File: config.mk
export PLATFORM = sky130hd
export DESIGN_NAME = line_token_status_parser_core
export DESIGN_NICKNAME = d
export VERILOG_FILES = /design/src/hdl/ltsp_pkg.sv /design/src/hdl/ltsp_ram.sv /design/src/hdl/line_token_status_parser_core.sv
export SDC_FILE = /design/constraint.sdc
export NUM_CORES = 1
export LEC_CHECK = 0
export BUFFER_PORTS_ARGS = -buffer_cell sky130_fd_sc_hd__buf_2
export CAP_MARGIN = 20
export CORE_UTILIZATION = 57
export DETAILED_ROUTE_END_ITERATION = 10
export GPL_ROUTABILITY_DRIVEN = 1
export HOLD_SLACK_MARGIN = 0.06
export PLACE_DENSITY = 0.77
export SYNTH_ARGS = -nofsm -noshare
export SYNTH_HDL_FRONTEND = slang
export SYNTH_SLANG_ARGS = --single-unit
File: constraint.sdc
create_clock -name aclk -period 2.9 [get_ports aclk]
set_clock_uncertainty 0.2 [all_clocks]
set_input_delay 0.435 -clock aclk [delete_from_list [all_inputs] [get_ports aclk]]
set_output_delay 0.435 -clock aclk [all_outputs]
set_load 0.01 [all_outputs]
File: src/hdl/ltsp_pkg.sv
// Package for the line token status parser: buffer sizing, character codes,
// keyword strings, controller and line phase types.
// No dependencies; imported by the parser core.
package ltsp_pkg;

    localparam int BUF_LEN = 16;
    localparam int IDX_W   = $clog2(BUF_LEN);

    localparam logic [7:0] CH_HASH = 8'h23;
    localparam logic [7:0] CH_PLUS = 8'h2B;
    localparam logic [7:0] CH_CR   = 8'h0D;
    localparam logic [7:0] CH_LF   = 8'h0A;
    localparam logic [7:0] CH_FIVE = 8'h35;

    localparam int KW_W = 72;
    localparam logic [KW_W-1:0] KW_CONTROL   = KW_W'("control");
    localparam logic [KW_W-1:0] KW_CONNECTED = KW_W'("connected");
    localparam logic [KW_W-1:0] KW_OFFLINE   = KW_W'("offline");
    localparam logic [KW_W-1:0] KW_WIFI      = KW_W'("wifi");
    localparam logic [KW_W-1:0] KW_STARTED   = KW_W'("started");
    localparam int LEN_CONTROL   = 7;
    localparam int LEN_CONNECTED = 9;
    localparam int LEN_OFFLINE   = 7;
    localparam int LEN_WIFI      = 4;
    localparam int LEN_STARTED   = 7;

    typedef enum logic [1:0] {
        PH_WAIT  = 2'd0,
        PH_TOKEN = 2'd1,
        PH_PARAM = 2'd2
    } phase_t;

    typedef enum logic [2:0] {
        ST_IDLE,
        ST_TREAD,
        ST_TCHK,
        ST_WREAD,
        ST_WCHK,
        ST_FIN,
        ST_PREAD,
        ST_PLOAD
    } state_t;

    // Candidate keywords still matching the stored token.
    typedef struct packed {
        logic ctl;
        logic conn;
        logic off;
        logic wifi;
        logic start;
    } match_t;

    // Character i of a keyword held right-aligned in a packed string.
    function automatic logic [7:0] kw_char(input logic [KW_W-1:0] s, input int len,
                                           input logic [IDX_W-1:0] i);
        int pos;
        pos = len - 1 - int'(i);
        if (pos >= 0) begin
            return s[8*pos +: 8];
        end
        return 8'h00;
    endfunction

endpackage

File: src/hdl/ltsp_ram.sv
// Generic single-port-write, single-port-read RAM with registered read data.
// No dependencies.
module ltsp_ram #(
    parameter int WIDTH = 8,
    parameter int DEPTH = 16
) (
    input  logic                     aclk,
    input  logic                     we,
    input  logic [$clog2(DEPTH)-1:0] waddr,
    input  logic [WIDTH-1:0]         wdata,
    input  logic                     re,
    input  logic [$clog2(DEPTH)-1:0] raddr,
    output logic [WIDTH-1:0]         rdata
);

    logic [WIDTH-1:0] mem [DEPTH];
    logic [WIDTH-1:0] rdata_reg;

    always_ff @(posedge aclk) begin
        if (we) begin
            mem[waddr] <= wdata;
        end
        if (re) begin
            rdata_reg <= mem[raddr];
        end
    end

    assign rdata = rdata_reg;

endmodule

File: src/hdl/line_token_status_parser_core.sv
// Line token status parser core: byte-wide input, status/control results out.
// Depends on ltsp_pkg and two ltsp_ram instances (token and parameter buffers).
//
// Usage:
//   s_valid/s_ready/s_rx_byte carry one received serial byte per word.
//   m_valid/m_ready carry one result word: the three status flags, the
//   control fields and m_last, which marks the final word caused by a byte.
//   '#' opens a line, '+' switches from token to parameter, CR or LF ends it.
//   Token and parameter characters go into two 16-entry RAMs (15 kept each).
//
// Flow:
//   An ordinary byte's status word is in the output register the next
//   cycle; with m_ready high and the core idle a byte can be taken every
//   cycle. A line end whose token length fits a keyword reads the token
//   RAM back, a read and a compare step per character (TREAD, TCHK),
//   then a read and check of the wifi parameter (WREAD, WCHK) and a FIN
//   step to apply the flags. A control line then streams its parameter
//   out, a read and a load step per character (PREAD, PLOAD). FIN and
//   PLOAD wait while the output register is not free; the input is held
//   off until the core is idle again.
//
// Reset (aresetn low, synchronous): phase waits for '#', counts and flags
// clear, no result is pending. The RAM contents stay undefined; only entries
// written in the current line are read back.
// Stall: while m_ready is low a pending word holds in the output register and
// the core takes no new byte and starts no new word.
module line_token_status_parser_core
    import ltsp_pkg::*;
(
    input  logic       aclk,
    input  logic       aresetn,
    input  logic       s_valid,
    output logic       s_ready,
    input  logic [7:0] s_rx_byte,
    output logic       m_valid,
    input  logic       m_ready,
    output logic       m_wifi_up,
    output logic       m_link_up,
    output logic       m_module_started,
    output logic       m_control_event,
    output logic       m_param_present,
    output logic [7:0] m_param_char,
    output logic       m_last
);

    localparam logic [IDX_W-1:0] CNT_MAX = IDX_W'(BUF_LEN - 1);

    state_t           state_reg, state_next;
    phase_t           phase_reg, phase_next;
    logic [IDX_W-1:0] tok_cnt_reg, tok_cnt_next;
    logic [IDX_W-1:0] par_cnt_reg, par_cnt_next;
    logic [IDX_W-1:0] idx_reg, idx_next;
    logic             has_param_reg, has_param_next;
    match_t           match_reg, match_next;
    logic             wifi_reg, wifi_next;
    logic             link_reg, link_next;
    logic             started_reg, started_next;

    logic             out_valid_reg, out_valid_next;
    logic             out_ctl_reg, out_ctl_next;
    logic             out_pres_reg, out_pres_next;
    logic [7:0]       out_char_reg, out_char_next;
    logic             out_last_reg, out_last_next;
    logic             out_wifi_reg, out_wifi_next;
    logic             out_link_reg, out_link_next;
    logic             out_start_reg, out_start_next;

    logic             tok_we, tok_re, par_we, par_re;
    logic [IDX_W-1:0] tok_raddr, par_raddr, tok_waddr, par_waddr;
    logic [7:0]       tok_rdata, par_rdata;

    logic             out_free;
    logic             accept;
    logic             is_eol;
    logic             end_line;
    logic             end_has_param;
    match_t           len_match;
    match_t           cmp_match;
    logic             tok_done;
    logic             par_done;
    logic             wifi_check;
    logic             ctl_stream;

    ltsp_ram #(.WIDTH(8), .DEPTH(BUF_LEN)) u_tok_ram (
        .aclk  (aclk),
        .we    (tok_we),
        .waddr (tok_waddr),
        .wdata (s_rx_byte),
        .re    (tok_re),
        .raddr (tok_raddr),
        .rdata (tok_rdata)
    );

    ltsp_ram #(.WIDTH(8), .DEPTH(BUF_LEN)) u_par_ram (
        .aclk  (aclk),
        .we    (par_we),
        .waddr (par_waddr),
        .wdata (s_rx_byte),
        .re    (par_re),
        .raddr (par_raddr),
        .rdata (par_rdata)
    );

    // The output register is free when empty or being drained this cycle.
    assign out_free = !out_valid_reg || m_ready;
    assign s_ready  = (state_reg == ST_IDLE) && out_free;
    assign accept   = s_valid && s_ready;
    assign is_eol   = (s_rx_byte == CH_CR) || (s_rx_byte == CH_LF);

    // Line end: CR/LF in token (not preceded by '+') or in parameter.
    assign end_line = accept && is_eol &&
                      ((phase_reg == PH_TOKEN) || (phase_reg == PH_PARAM));
    assign end_has_param = (phase_reg == PH_PARAM);

    // Keep only keywords whose length equals the token length.
    always_comb begin
        len_match.ctl   = (tok_cnt_reg == IDX_W'(LEN_CONTROL));
        len_match.conn  = (tok_cnt_reg == IDX_W'(LEN_CONNECTED));
        len_match.off   = (tok_cnt_reg == IDX_W'(LEN_OFFLINE));
        len_match.wifi  = (tok_cnt_reg == IDX_W'(LEN_WIFI));
        len_match.start = (tok_cnt_reg == IDX_W'(LEN_STARTED));
    end

    // Drop candidates whose character at idx differs from the token RAM data.
    always_comb begin
        cmp_match.ctl   = match_reg.ctl &&
                          (tok_rdata == kw_char(KW_CONTROL, LEN_CONTROL, idx_reg));
        cmp_match.conn  = match_reg.conn &&
                          (tok_rdata == kw_char(KW_CONNECTED, LEN_CONNECTED, idx_reg));
        cmp_match.off   = match_reg.off &&
                          (tok_rdata == kw_char(KW_OFFLINE, LEN_OFFLINE, idx_reg));
        cmp_match.wifi  = match_reg.wifi &&
                          (tok_rdata == kw_char(KW_WIFI, LEN_WIFI, idx_reg));
        cmp_match.start = match_reg.start &&
                          (tok_rdata == kw_char(KW_STARTED, LEN_STARTED, idx_reg));
    end

    assign tok_done   = (idx_reg == tok_cnt_reg - IDX_W'(1));
    assign par_done   = (idx_reg == par_cnt_reg - IDX_W'(1));
    assign wifi_check = cmp_match.wifi && has_param_reg && (par_cnt_reg != '0);
    assign ctl_stream = match_reg.ctl && has_param_reg && (par_cnt_reg != '0);

    // Next state.
    always_comb begin
        state_next = state_reg;
        case (state_reg)
            ST_IDLE: begin
                if (end_line) begin
                    state_next = (len_match != '0) ? ST_TREAD : ST_FIN;
                end
            end
            ST_TREAD: state_next = ST_TCHK;
            ST_TCHK: begin
                if (!tok_done) begin
                    state_next = ST_TREAD;
                end else if (wifi_check) begin
                    state_next = ST_WREAD;
                end else begin
                    state_next = ST_FIN;
                end
            end
            ST_WREAD: state_next = ST_WCHK;
            ST_WCHK:  state_next = ST_FIN;
            ST_FIN: begin
                if (ctl_stream) begin
                    state_next = ST_PREAD;
                end else if (out_free) begin
                    state_next = ST_IDLE;
                end
            end
            ST_PREAD: state_next = ST_PLOAD;
            ST_PLOAD: begin
                if (out_free) begin
                    state_next = par_done ? ST_IDLE : ST_PREAD;
                end
            end
            default: state_next = ST_IDLE;
        endcase
    end

    // Datapath, RAM controls and result loading.
    always_comb begin
        phase_next     = phase_reg;
        tok_cnt_next   = tok_cnt_reg;
        par_cnt_next   = par_cnt_reg;
        idx_next       = idx_reg;
        has_param_next = has_param_reg;
        match_next     = match_reg;
        wifi_next      = wifi_reg;
        link_next      = link_reg;
        started_next   = started_reg;

        tok_we    = 1'b0;
        par_we    = 1'b0;
        tok_re    = 1'b0;
        par_re    = 1'b0;
        tok_waddr = tok_cnt_reg;
        par_waddr = par_cnt_reg;
        tok_raddr = idx_reg;
        par_raddr = idx_reg;

        out_valid_next = out_valid_reg && !m_ready;
        out_ctl_next   = out_ctl_reg;
        out_pres_next  = out_pres_reg;
        out_char_next  = out_char_reg;
        out_last_next  = out_last_reg;
        out_wifi_next  = out_wifi_reg;
        out_link_next  = out_link_reg;
        out_start_next = out_start_reg;

        case (state_reg)
            ST_IDLE: begin
                if (accept) begin
                    case (phase_reg)
                        PH_TOKEN: begin
                            if (s_rx_byte == CH_PLUS) begin
                                par_cnt_next = '0;
                                phase_next   = PH_PARAM;
                            end else if (!is_eol && tok_cnt_reg != CNT_MAX) begin
                                tok_we       = 1'b1;
                                tok_cnt_next = tok_cnt_reg + IDX_W'(1);
                            end
                        end
                        PH_PARAM: begin
                            if (!is_eol && par_cnt_reg != CNT_MAX) begin
                                par_we       = 1'b1;
                                par_cnt_next = par_cnt_reg + IDX_W'(1);
                            end
                        end
                        default: begin
                            // Anything but the start mark is dropped while waiting.
                            phase_next = PH_WAIT;
                            if (s_rx_byte == CH_HASH) begin
                                tok_cnt_next = '0;
                                phase_next   = PH_TOKEN;
                            end
                        end
                    endcase
                    if (end_line) begin
                        phase_next     = PH_WAIT;
                        has_param_next = end_has_param;
                        match_next     = len_match;
                        idx_next       = '0;
                    end else begin
                        // Plain status word for this byte.
                        out_valid_next = 1'b1;
                        out_ctl_next   = 1'b0;
                        out_pres_next  = 1'b0;
                        out_char_next  = 8'h00;
                        out_last_next  = 1'b1;
                        out_wifi_next  = wifi_reg;
                        out_link_next  = link_reg;
                        out_start_next = started_reg;
                    end
                end
            end
            ST_TREAD: begin
                tok_re = 1'b1;
            end
            ST_TCHK: begin
                match_next = cmp_match;
                idx_next   = tok_done ? '0 : idx_reg + IDX_W'(1);
            end
            ST_WREAD: begin
                par_re    = 1'b1;
                par_raddr = '0;
            end
            ST_WCHK: begin
                if (par_rdata == CH_FIVE) begin
                    wifi_next = 1'b1;
                end
            end
            ST_FIN: begin
                // Apply flag updates; repeating them while stalled is harmless.
                if (match_reg.conn) begin
                    link_next = 1'b1;
                end
                if (match_reg.off) begin
                    link_next = 1'b0;
                end
                if (match_reg.start) begin
                    started_next = 1'b1;
                end
                if (!ctl_stream && out_free) begin
                    out_valid_next = 1'b1;
                    out_ctl_next   = match_reg.ctl;
                    out_pres_next  = match_reg.ctl && has_param_reg;
                    out_char_next  = 8'h00;
                    out_last_next  = 1'b1;
                    out_wifi_next  = wifi_next;
                    out_link_next  = link_next;
                    out_start_next = started_next;
                end
                idx_next = '0;
            end
            ST_PREAD: begin
                par_re = 1'b1;
            end
            ST_PLOAD: begin
                if (out_free) begin
                    out_valid_next = 1'b1;
                    out_ctl_next   = 1'b1;
                    out_pres_next  = 1'b1;
                    out_char_next  = par_rdata;
                    out_last_next  = par_done;
                    out_wifi_next  = wifi_reg;
                    out_link_next  = link_reg;
                    out_start_next = started_reg;
                    idx_next       = par_done ? '0 : idx_reg + IDX_W'(1);
                end
            end
            default: begin
                idx_next = '0;
            end
        endcase
    end

    // Control state.
    always_ff @(posedge aclk) begin
        if (!aresetn) begin
            state_reg     <= ST_IDLE;
            phase_reg     <= PH_WAIT;
            tok_cnt_reg   <= '0;
            par_cnt_reg   <= '0;
            idx_reg       <= '0;
            has_param_reg <= 1'b0;
            match_reg     <= '0;
            wifi_reg      <= 1'b0;
            link_reg      <= 1'b0;
            started_reg   <= 1'b0;
            out_valid_reg <= 1'b0;
        end else begin
            state_reg     <= state_next;
            phase_reg     <= phase_next;
            tok_cnt_reg   <= tok_cnt_next;
            par_cnt_reg   <= par_cnt_next;
            idx_reg       <= idx_next;
            has_param_reg <= has_param_next;
            match_reg     <= match_next;
            wifi_reg      <= wifi_next;
            link_reg      <= link_next;
            started_reg   <= started_next;
            out_valid_reg <= out_valid_next;
        end
    end

    // Result payload.
    always_ff @(posedge aclk) begin
        out_ctl_reg   <= out_ctl_next;
        out_pres_reg  <= out_pres_next;
        out_char_reg  <= out_char_next;
        out_last_reg  <= out_last_next;
        out_wifi_reg  <= out_wifi_next;
        out_link_reg  <= out_link_next;
        out_start_reg <= out_start_next;
    end

    assign m_valid          = out_valid_reg;
    assign m_wifi_up        = out_wifi_reg;
    assign m_link_up        = out_link_reg;
    assign m_module_started = out_start_reg;
    assign m_control_event  = out_ctl_reg;
    assign m_param_present  = out_pres_reg;
    assign m_param_char     = out_char_reg;
    assign m_last           = out_last_reg;

endmodule

After elaboration in Yosys (flattened, before gate mapping):

Memory sizes are Yosys's and may differ from the RTL's. A register that Yosys moved wholly into a read port is not among the register bits.
Cells that the tools add are included.

* shifts and indexed selects: 5
* reduce and logical (&&, ||, !) cells: 42
* equality and inequality tests: 38
* bitwise gates (word level): 1
* $lt $le $gt $ge: 3
* add/subtract/negate cells: 8
* multiplexer cells: 98

Operators with widths (number)
* 72-bit by 8-bit variable part select with 8-bit output, first input constant: 5
* 8-bit two-way mux: 14
* 1-bit two-way mux: 47
* 4-bit two-way mux: 11
* 8-bit equality test: 5
* 8-bit by 6-bit equality test with 1-bit output, second input constant: 3
* 3-bit two-way mux: 8
* 3-bit case mux with 8 select lines: 1
* 8-bit case mux with 3 select lines: 1
* 1-bit case mux with 3 select lines: 7
* 1-bit logical AND: 17
* 8-bit by 4-bit equality test with 1-bit output, second input constant: 2
* 4-bit case mux with 2 select lines: 2
* 4-bit case mux with 4 select lines: 1
* 5-bit by 1-bit greater-or-equal comparator with 1-bit output, second input constant: 3
* 2-bit != test, second input constant: 7
* 4-bit by 1-bit adder with 4-bit output, second input constant: 3
* 3-bit equality test, second input constant: 4
* 5-bit two-way mux: 2
* 5-bit case mux with 2 select lines: 1
* 5-bit AND reduction: 2
* 3-bit AND reduction: 3
* 4-bit by 3-bit equality test with 1-bit output, second input constant: 2
* 4-bit equality test: 2
* 27 further kinds: 42

* word-level logic and storage cells: 219
* bits in writable memories: 256
* memories: 2
* bits in registers: 41
* output and inout port bits: 16

Memories
* u_par_ram.mem: depth 16, width 8, rd ports 1, clocked after memory_dff 1, write ports 1, RTL line ltsp_ram.sv:16 `logic [WIDTH-1:0] mem [DEPTH];`
* u_tok_ram.mem: depth 16, width 8, rd ports 1, clocked after memory_dff 1, write ports 1, RTL line ltsp_ram.sv:16

Longest topological paths before layout:

Gate-level depths: netlist of the first run.

* depth after elaboration: 11
* depth in mapped cells: 12
* depth with buffers taken out: 8

Cells and area by module:

Synthesis of the first run repeated with hierarchy kept, for this count alone.

* cells, all modules: 876
* area total of the unflattened synthesis: 13812.0 um^2

Modules (own cells, without submodules)
* ltsp_ram: sequential area each 4083.9 um^2, cells each 229, instances 2, area each 5227.5 um^2
* line_token_status_parser_core: sequential area each 960.9 um^2, cells each 418, instances 1, area each 3357.0 um^2

Worst setup path after synthesis of the first run:

Ideal clock, no wire load.

* path kind: register -> register
* start point: reg par_cnt_reg[0]
* end point: reg out_ctl_reg (netlist: m_control_event) (enable)
* setup slack: -0.305 ns
* arrival time: 2.598 ns
* stages on the path, launching flop included: 8
* setup time: 0.407 ns
* required time: 2.293 ns
* clock period less this slack: 3.205 ns
* cell sequence: dfxtp_1 -> inv_1 -> ha_1 -> or3b_2 -> nand3_1 -> or2_2 -> nand3_1 -> a211oi_1

* longest elaborated chain between the ends: 6

RTL lines
* start, declared: RTL line line_token_status_parser_core.sv:51 `logic [IDX_W-1:0] par_cnt_reg, par_cnt_next;`
* start signal, assigned: RTL line line_token_status_parser_core.sv:336 `par_cnt_reg <= par_cnt_next;`
* 4-bit nonzero test: RTL line line_token_status_parser_core.sv:141 `assign ctl_stream = match_reg.ctl && has_param_reg && (par_cnt_reg != '0);`
* 1-bit logical AND: RTL line line_token_status_parser_core.sv:141
* 1-bit logical NOT: RTL line line_token_status_parser_core.sv:284 `if (!ctl_stream && out_free) begin`
* 1-bit logical AND: RTL line line_token_status_parser_core.sv:284
* 2-bit != test (no line)
* 5-bit AND reduction (no line)
* end signal, assigned: RTL line line_token_status_parser_core.sv:349 `out_ctl_reg <= out_ctl_next;`
* end, declared: RTL line line_token_status_parser_core.sv:60 `logic out_ctl_reg, out_ctl_next;`

Every way passes these cells.
A chain may end at the register's enable or synchronous reset.

Final worst setup path of the first run:

* start point: reg state_reg[2]
* end point: reg u_par_ram.rdata_reg[2] (netlist: u_par_ram.rdata[2]), read port of u_par_ram.mem, data pin

* longest elaborated chain between the ends: 3
* elaborated cells on any way between the ends: 5

RTL lines
* start, declared: RTL line line_token_status_parser_core.sv:48 `state_t state_reg, state_next;`
* start signal, assigned: RTL line line_token_status_parser_core.sv:333 `state_reg <= state_next;`
* 3-bit by 2-bit equality test with 1-bit output or 3-bit equality test (tied branches): RTL line line_token_status_parser_core.sv:211 `case (state_reg)`
* 2-bit OR reduction (no line)
* 1-bit two-way mux: RTL line line_token_status_parser_core.sv:211
* end, declared: RTL line ltsp_ram.sv:17 `logic [WIDTH-1:0] rdata_reg;`

Several ways; a longest one is shown, not always the timed one.

==> results.cfg, run 1 <==
[hold_path]
holdCritPathClass = in -> reg

[floorplan]
die_y_um = 159
io_pins = 28
die_x_um = 159
num_rows = 57
core_um2 = 24200
start_util_pct = 58.0
die-area_um2 = 25300

[sta]
finalHoldViolCount = 0
slew_viol_final = 0
fin_tns_setup_ns = 0
maxSlewHeadroom_pct = 53.1
max_freq_mhz = 366
holdWs_ns = 0.0731
fin_crit_sh_pct = 94.3
worst_slew_pin_slew_ns = 0.703
final.setup.worst_slack_ns = 0.166
timing.final.crit_period_ns = 2.73
finalSetupViolations = 0
rsz0062_at_grt = false

[finish]
syn_to_final_growth_pct = 13.8
reg_top3 = u_par_ram.mem (128), u_tok_ram.mem (128)
fin_util_pct = 66.0
drive_gt1_share_pct = 17.8
fillerInstances = 1704
fin_nets = 1161
final_area_um2 = 16000
final_common_cell = edfxtp_1
regArea_um2 = 9130
multi_input_area_um2 = 4640
final_cell_mix = edfxtp_1, buf_4, nand2_1, nor2_1, a21oi_1

[route]
routed-wl-met3_um = 2610
ant_nets = 0
top_layer_used = met4
via_per_inst = 6.25
avgRoutedWirePerCell_um = 21.7
drtIter0Drc = 1163
wl_met1_um = 13800
drt_first_pass_iters = 6
wl_um = 32000
vias = 9215
wl_met2_um = 14800
drc = 0

[yosys]
synth_ff_type = edfxtp_1
synth_top_area_share_pct = 61.1
synth_edf_count = 286
syn_area_um2 = 14100
yosysSeqAreaShare_pct = 64.9
ys_warn_count = 0
synth_area_leaders = edfxtp_1, dfxtp_1, mux4_2, mux2i_1, a211oi_1
synth_top_area_cell = edfxtp_1
syn_inst = 1027
synth_seq_cells = 313
synth_area_per_cell_um2 = 13.7
synth.distinct_cells = 81
synth-async-reset-ratio_pct = 0

[placed_design]
placed_area_um2 = 15000
hpwl_um = 21100
routabilityCongestion = 0.881
port-buffer-count = 27
dpl_worst_slack_ns = 0.251

[global_route]
grt_pass1_wl_um = 49500
antenna_found_initial = 1
grt_max_degree = 55
overflow = 0
grt_usage_pct = 25.3
first_global_vias = 8825

[critical_path]
crit_slowest_cell = nand3b_2
path_class = reg -> reg
crit_buf_inv = 2
worstPathArrival_ns = 2.81
worstPathCellList = nand3b_2 > buf_4 > nand2_1 > buf_4 > mux2i_1 > a211oi_1 > a21oi_1 > a21oi_1
crit_fanout = 20
startpoint_type = flop
worstPathRequired_ns = 2.98
slowest_delay_ns = 0.44
crit_family = buffers and inverters
crit_path_end_kind = flop

[clock_network]
cts.clk_slew.worst_paths_ns = 0.07
cts_resized = 0
clock_path_buffers = 3
cts_buffers = 31
hold_buffers = 4
postCtsSetupRepairBufs = 0
clock_latency_ns = 0.56
cts_root_buf = clkbuf_16
ctsHtreeMaxLevel = 1
clkSinkCount = 313
cts_tree = done

[pwr]
p_leak_nw = 5.42
power.density_nw_per_um2 = 547
vdd_ir_drop_max_uv = 513

[run_status]
status = finished, final reports clean

[flow_run]
cap_violations = 0
==> path summary, 6_finish.rpt <==
kind / from / endpoint / slack (ns) / cells after the start
setup / recovery: state_reg[2] / u_par_ram.rdata[2] / 0.17 / 8
hold / removal: s_rx_byte[0] / u_tok_ram.mem[11][0] / 0.07 / 1
setup reg to reg: state_reg[2] / u_par_ram.rdata[2] / 0.17 / 8
hold reg to reg: wifi_reg / m_wifi_up / 0.26 / 0
==> per-stage QoR <==
step	total power [mW]	cells
floorplan	5.08	1042
global placement	5.19	1416
detailed placement	5.19	1416
CTS	8.77	1474
global route	8.97	1475
finish	8.75	1475
==> cell families after synthesis <==
group | share of synthesized area, %
XOR/XNOR | 1.92
adder cells (fa/ha/maj) | 1.78
buffers and inverters | 2.47
multiplexers | 7.36
other | 0.0267
flip-flops | 64.9
AO/OA/AOI/OAI | 10.7
AND/OR/NAND/NOR | 10.8
==> power breakdown <==
| group | switching (mW) | internal (mW) |
|---|---|---|
| clock network | 1.60 | 2.04 |
| logic | 0.115 | 0.0385 |
| registers | 0.00664 | 4.94 |
==> final cells by class <==
cell class	instances	share of cell area [%]
sequential	313	57.1
multi-input combinational	648	29.0
timing repair buffer	119	5.30
clock buffer	42	5.11
tap	324	2.53
clock inverter	12	0.548
inverter	16	0.375
antenna	1	0.0156
==> metal layers <==
layer,up-vias,global-route usage (%)
li1,4193,-
met1,4530,36.9
met2,434,39.1
met3,58,3.93
met4,0,8.57
met5,-,0
==> synth_stat cells (4+ instances only) <==
cell type and instances:
o22ai_1 14, o211ai_1 5, nor2b_1 9, dfxtp_1 27, o221ai_1 18, a21oi_1 47, buf_2 17, a31oi_1 9
xor2_1 9, nand2_1 66, a211oi_1 35, ha_1 20, nand4_1 8, mux4_2 23, inv_1 14, edfxtp_1 286
nor4b_1 5, clkbuf_1 41, xnor2_1 20, a311oi_1 13, nand3_1 28, mux2_2 5, nor2_1 66, and2_1 19
o21ai_0 35, nor3_1 21, and3_1 27, or2_2 4, mux2i_1 46, nand2b_1 9
No activity file was read; power rests on OpenSTA's default activity.
==> inputs of run 2 (changes only) <==
--- a/config.mk
+++ b/config.mk
@@ -7,11 +7,11 @@
 export LEC_CHECK = 0
 export BUFFER_PORTS_ARGS = -buffer_cell sky130_fd_sc_hd__buf_2
 export CAP_MARGIN = 20
-export CORE_UTILIZATION = 57
+export CORE_UTILIZATION = 60
 export DETAILED_ROUTE_END_ITERATION = 10
 export GPL_ROUTABILITY_DRIVEN = 1
 export HOLD_SLACK_MARGIN = 0.06
-export PLACE_DENSITY = 0.77
+export PLACE_DENSITY = 0.78
 export SYNTH_ARGS = -nofsm -noshare
 export SYNTH_HDL_FRONTEND = slang
 export SYNTH_SLANG_ARGS = --single-unit
==> constraint.sdc (replaced) <==
create_clock -name aclk -period 3.4 [get_ports aclk]
set_clock_uncertainty 0.2 [all_clocks]
set_input_delay 0.51 -clock aclk [delete_from_list [all_inputs] [get_ports aclk]]
set_output_delay 0.51 -clock aclk [all_outputs]
set_load 0.01 [all_outputs]
==> results.cfg, run 2 (synthesized netlist as in run 1, its figures left out) <==
[floorplan]
start_util_pct = 61.7
die_y_um = 155
die-area_um2 = 24000
num_rows = 55
io_pins = 28
die_x_um = 155
core_um2 = 22800

[placed_design]
port-buffer-count = 27
routabilityCongestion = 0.894
hpwl_um = 20300

[run_status]
status = finished, final reports clean

[route]
drc = 0
wl_um = 31300
drt_first_pass_iters = 5
drtIter0Drc = 1056
via_per_inst = 6.38
vias = 9149
avgRoutedWirePerCell_um = 21.8
ant_nets = 0

[pwr]
p_leak_nw = 5.38
power.density_nw_per_um2 = 500
vdd_ir_drop_max_uv = 351

[critical_path]
crit_path_end_kind = flop
worstPathRequired_ns = 3.54
worstPathArrival_ns = 3.17
reg2reg_to = u_par_ram.rdata[1]
crit_fanout = 31
reg2reg_from = state_reg[2]
startpoint_type = flop
ff2ff_setup_slack_ns = 0.37
path_class = reg -> reg
ff2ff_path_depth = 8

[finish]
final_cell_mix = edfxtp_1, nand2_1, nor2_1
n_antenna_cell = 0
fin_nets = 1129
syn_to_final_growth_pct = 13.4
fin_util_pct = 70.0
final_common_cell = edfxtp_1
reg_top3 = u_par_ram.mem (128), u_tok_ram.mem (128)
drive_gt1_share_pct = 17.0

[hold_path]
holdCritPathClass = in -> reg
holdPathStages = 2
hold_start = aresetn
whs_endpoint = phase_reg[1]

[flow_run]
cap_violations = 0

[global_route]
grt_pass1_wl_um = 48100
overflow = 0
grt_max_degree = 38
antenna_found_initial = 0
grt_usage_pct = 26.5
first_global_vias = 8736

[clock_network]
hold_buffers = 0
cts_buffers = 30
ctsHtreeMaxLevel = 1
postCtsSetupRepairBufs = 0
cts_root_buf = clkbuf_16
cts_tree = done
cts_resized = 0
clock_latency_ns = 0.55
clkSinkCount = 313
cts.clk_slew.worst_paths_ns = 0.07
clock_path_buffers = 3

[sta]
max_freq_mhz = 330
fin_tns_setup_ns = 0
worst_slew_pin_slew_ns = 0.968
timing.final.crit_period_ns = 3.03
slew_viol_final = 0
maxSlewHeadroom_pct = 35.3
rsz0062_at_grt = false
finalSetupViolations = 0
fin_crit_sh_pct = 89.2
finalHoldViolCount = 0
## run 2: metal layers
| metal | wire (µm) | part of all wire [%] | track usage [%] |
|---|---|---|---|
| met5 | 0 | 0 | 0 |
| met4 | 589 | 1.9 | 7.17 |
| met3 | 2880 | 9.2 | 5.32 |
| met2 | 14700 | 47 | 42.3 |
| met1 | 13200 | 42 | 37.3 |
## run 2: area by class of cell
| cell class | count | area, µm² |
|---|---|---|
| Fill cell | 1490 | 6830 |
| Clock inverter | 18 | 272 |
| Sequential cell | 313 | 9130 |
| Clock buffer | 38 | 832 |
| Timing Repair Buffer | 88 | 616 |
| Multi-Input combinational cell | 648 | 4640 |
| Tap cell | 313 | 392 |
| Inverter | 16 | 60.1 |
## run 2: power by group
part | internal (mW) | total [mW] | switching, mW
Combinational | 0.0295 | 0.126 | 0.0960
Clock | 2.26 | 3.63 | 1.37
Sequential | 4.21 | 4.22 | 0.00609
Total | 6.50 | 7.98 | 1.47
## run 2: worst max-delay path by stage
stage | startpoint | end | slack [ns] | cells past startpoint
floorplan | par_cnt_reg[0] | m_control_event | 0.19 | 7
global placement | s_valid | u_tok_ram.mem[2][3] | 0.29 | 6
detailed placement | s_valid | u_tok_ram.mem[3][3] | 0.24 | 6
CTS | tok_cnt_reg[0] | u_tok_ram.mem[3][0] | 0.32 | 7
global route | tok_cnt_reg[0] | u_tok_ram.mem[6][4] | 0.19 | 8
finish | state_reg[2] | u_par_ram.rdata[1] | 0.37 | 8
## run 2: worst max-delay path: stages (launching register included)
cell      delay [ns]
dfxtp_1         0.31
buf_4           0.19
nand3b_2        0.44
nand2_1         0.54
buf_12          0.26
a211oi_1        0.08
a211oi_1        0.45
o21ai_0         0.16
o21ai_0         0.17
## run 2: stage by stage
step	cell area, µm²	hold WS (ns)	cells	setup WS [ns]	power [mW]
CTS	15900	0.0786	1432	0.320	8.01
detailed placement	14800	0.222	1376	0.244	4.43
global route	15900	0.0953	1434	0.189	8.16
floorplan	14100	0.209	1042	0.195	4.33
global placement	14800	0.221	1376	0.294	4.42
finish	15900	0.0955	1434	0.367	7.98
==> inputs of run 3 (changes only) <==
--- a/config.mk
+++ b/config.mk
@@ -8,6 +8,7 @@
 export BUFFER_PORTS_ARGS = -buffer_cell sky130_fd_sc_hd__buf_2
 export CAP_MARGIN = 20
 export CORE_UTILIZATION = 60
+export CTS_BUF_LIST = sky130_fd_sc_hd__clkbuf_16
 export DETAILED_ROUTE_END_ITERATION = 10
 export GPL_ROUTABILITY_DRIVEN = 1
 export HOLD_SLACK_MARGIN = 0.06
==> results.cfg, run 3 (synthesized netlist as in run 1, its figures left out) <==
[finish]
drive_gt1_share_pct = 16.8
fin_util_pct = 69.9
final_cell_mix = edfxtp_1, nand2_1, nor2_1
reg_top3 = u_par_ram.mem (128), u_tok_ram.mem (128)
final_common_cell = edfxtp_1
syn_to_final_growth_pct = 13.2
fin_cells = 1434
fin_nets = 1129
n_antenna_cell = 0

[route]
vias = 9146
drt_first_pass_iters = 5
drc = 0
avgRoutedWirePerCell_um = 21.8
via_per_inst = 6.38
drtIter0Drc = 1105
wl_um = 31300
ant_nets = 0

[hold_path]
holdCritPathClass = in -> reg

[sta]
fin_crit_sh_pct = 89.9
timing.final.crit_period_ns = 3.06
worst_slew_pin_slew_ns = 0.969
slew_viol_final = 0
maxSlewHeadroom_pct = 35.3
fin_tns_setup_ns = 0
finalHoldViolCount = 0
finalSetupViolations = 0
rsz0062_at_grt = false
max_freq_mhz = 327

[placed_design]
dp_cells = 1376
hpwl_um = 20300
port-buffer-count = 27
routabilityCongestion = 0.894

[clock_network]
postCtsSetupRepairBufs = 0
cts_root_buf = clkbuf_16
clock_path_buffers = 3
cts.clk_slew.worst_paths_ns = 0.07
cts_resized = 0
clkSinkCount = 313
ctsHtreeMaxLevel = 1
hold_buffers = 0
cts_tree = done
clock_latency_ns = 0.54
cts_buffers = 30

[global_route]
overflow = 0
grt_max_degree = 38
grt_pass1_wl_um = 48100
first_global_vias = 8744
grt_usage_pct = 26.5
antenna_found_initial = 0
met3_usage_pct = 5.40
use_met1_pct = 37.3
grt_use_met2_pct = 42.1
grt-busiest-layer = met2

[pwr]
vdd_ir_drop_max_uv = 351
fin_total_pwr_mw = 7.90
power.density_nw_per_um2 = 496
p_leak_nw = 5.38

[floorplan]
die-area_um2 = 24000
core_um2 = 22800
die_x_um = 155
die_y_um = 155
io_pins = 28
start_util_pct = 61.7
num_rows = 55

[critical_path]
path_class = reg -> reg
startpoint_type = flop
crit_path_end_kind = flop
worstPathArrival_ns = 3.19
worstPathRequired_ns = 3.53
crit_fanout = 31

[flow_run]
cap_violations = 0

[run_status]
status = finished, final reports clean
[run 3: changes by cell type in the layout (fill, tap and decap cells not counted)]
cell      delta
clkbuf_8     -3
clkbuf_1     -4
inv_1        +4
clkinv_1     +3
[run 3: per-stage QoR]
step / hold slack (ns) / setup WS, ns / instance area (µm²)
4_1_cts: 0.0786 / 0.320 / 15900
6_report: 0.0962 / 0.343 / 15900
3_3_place_gp: 0.221 / 0.294 / 14800
3_5_place_dp: 0.222 / 0.244 / 14800
5_1_grt: 0.0953 / 0.189 / 15900
2_1_floorplan: 0.209 / 0.195 / 14100
[run 3: layout make-up]
class	count	area (µm²)
sequential	313	9130
fill	1495	6860
multi-input combinational	648	4640
clock buffer	31	776
timing repair buffer	88	616
tap	313	392
clock inverter	25	298
inverter	16	60.1
[run 3: routing by layer]
layer  up-vias  part of all wire [%]
met2       462                    47
li1       4129                     -
met4         0                   2.0
met3        68                   9.1
met1      4487                    42
met5         -                     0
[run 3: final timing paths]
path | cells past startpoint | end | slack (ns) | startpoint
setup / recovery | 8 | u_par_ram.rdata[1] | 0.34 | state_reg[2]
hold / removal | 2 | phase_reg[1] | 0.1 | aresetn
hold reg to reg | 0 | m_wifi_up | 0.24 | wifi_reg
setup reg to reg | 8 | u_par_ram.rdata[1] | 0.34 | state_reg[2]
[run 3: worst max-delay path, stage by stage (launching register included)]
cell      delay (ns)
dfxtp_1         0.31
buf_4           0.19
nand3b_2        0.43
nand2_1         0.54
buf_12          0.26
a211oi_1        0.08
a211oi_1        0.45
o21ai_0         0.17
o21ai_0         0.18
[run 3: power by group]
group | internal, mW | switching (mW)
clock network | 2.18 | 1.37
registers | 4.21 | 0.00616
logic | 0.0295 | 0.0957
total | 6.42 | 1.47
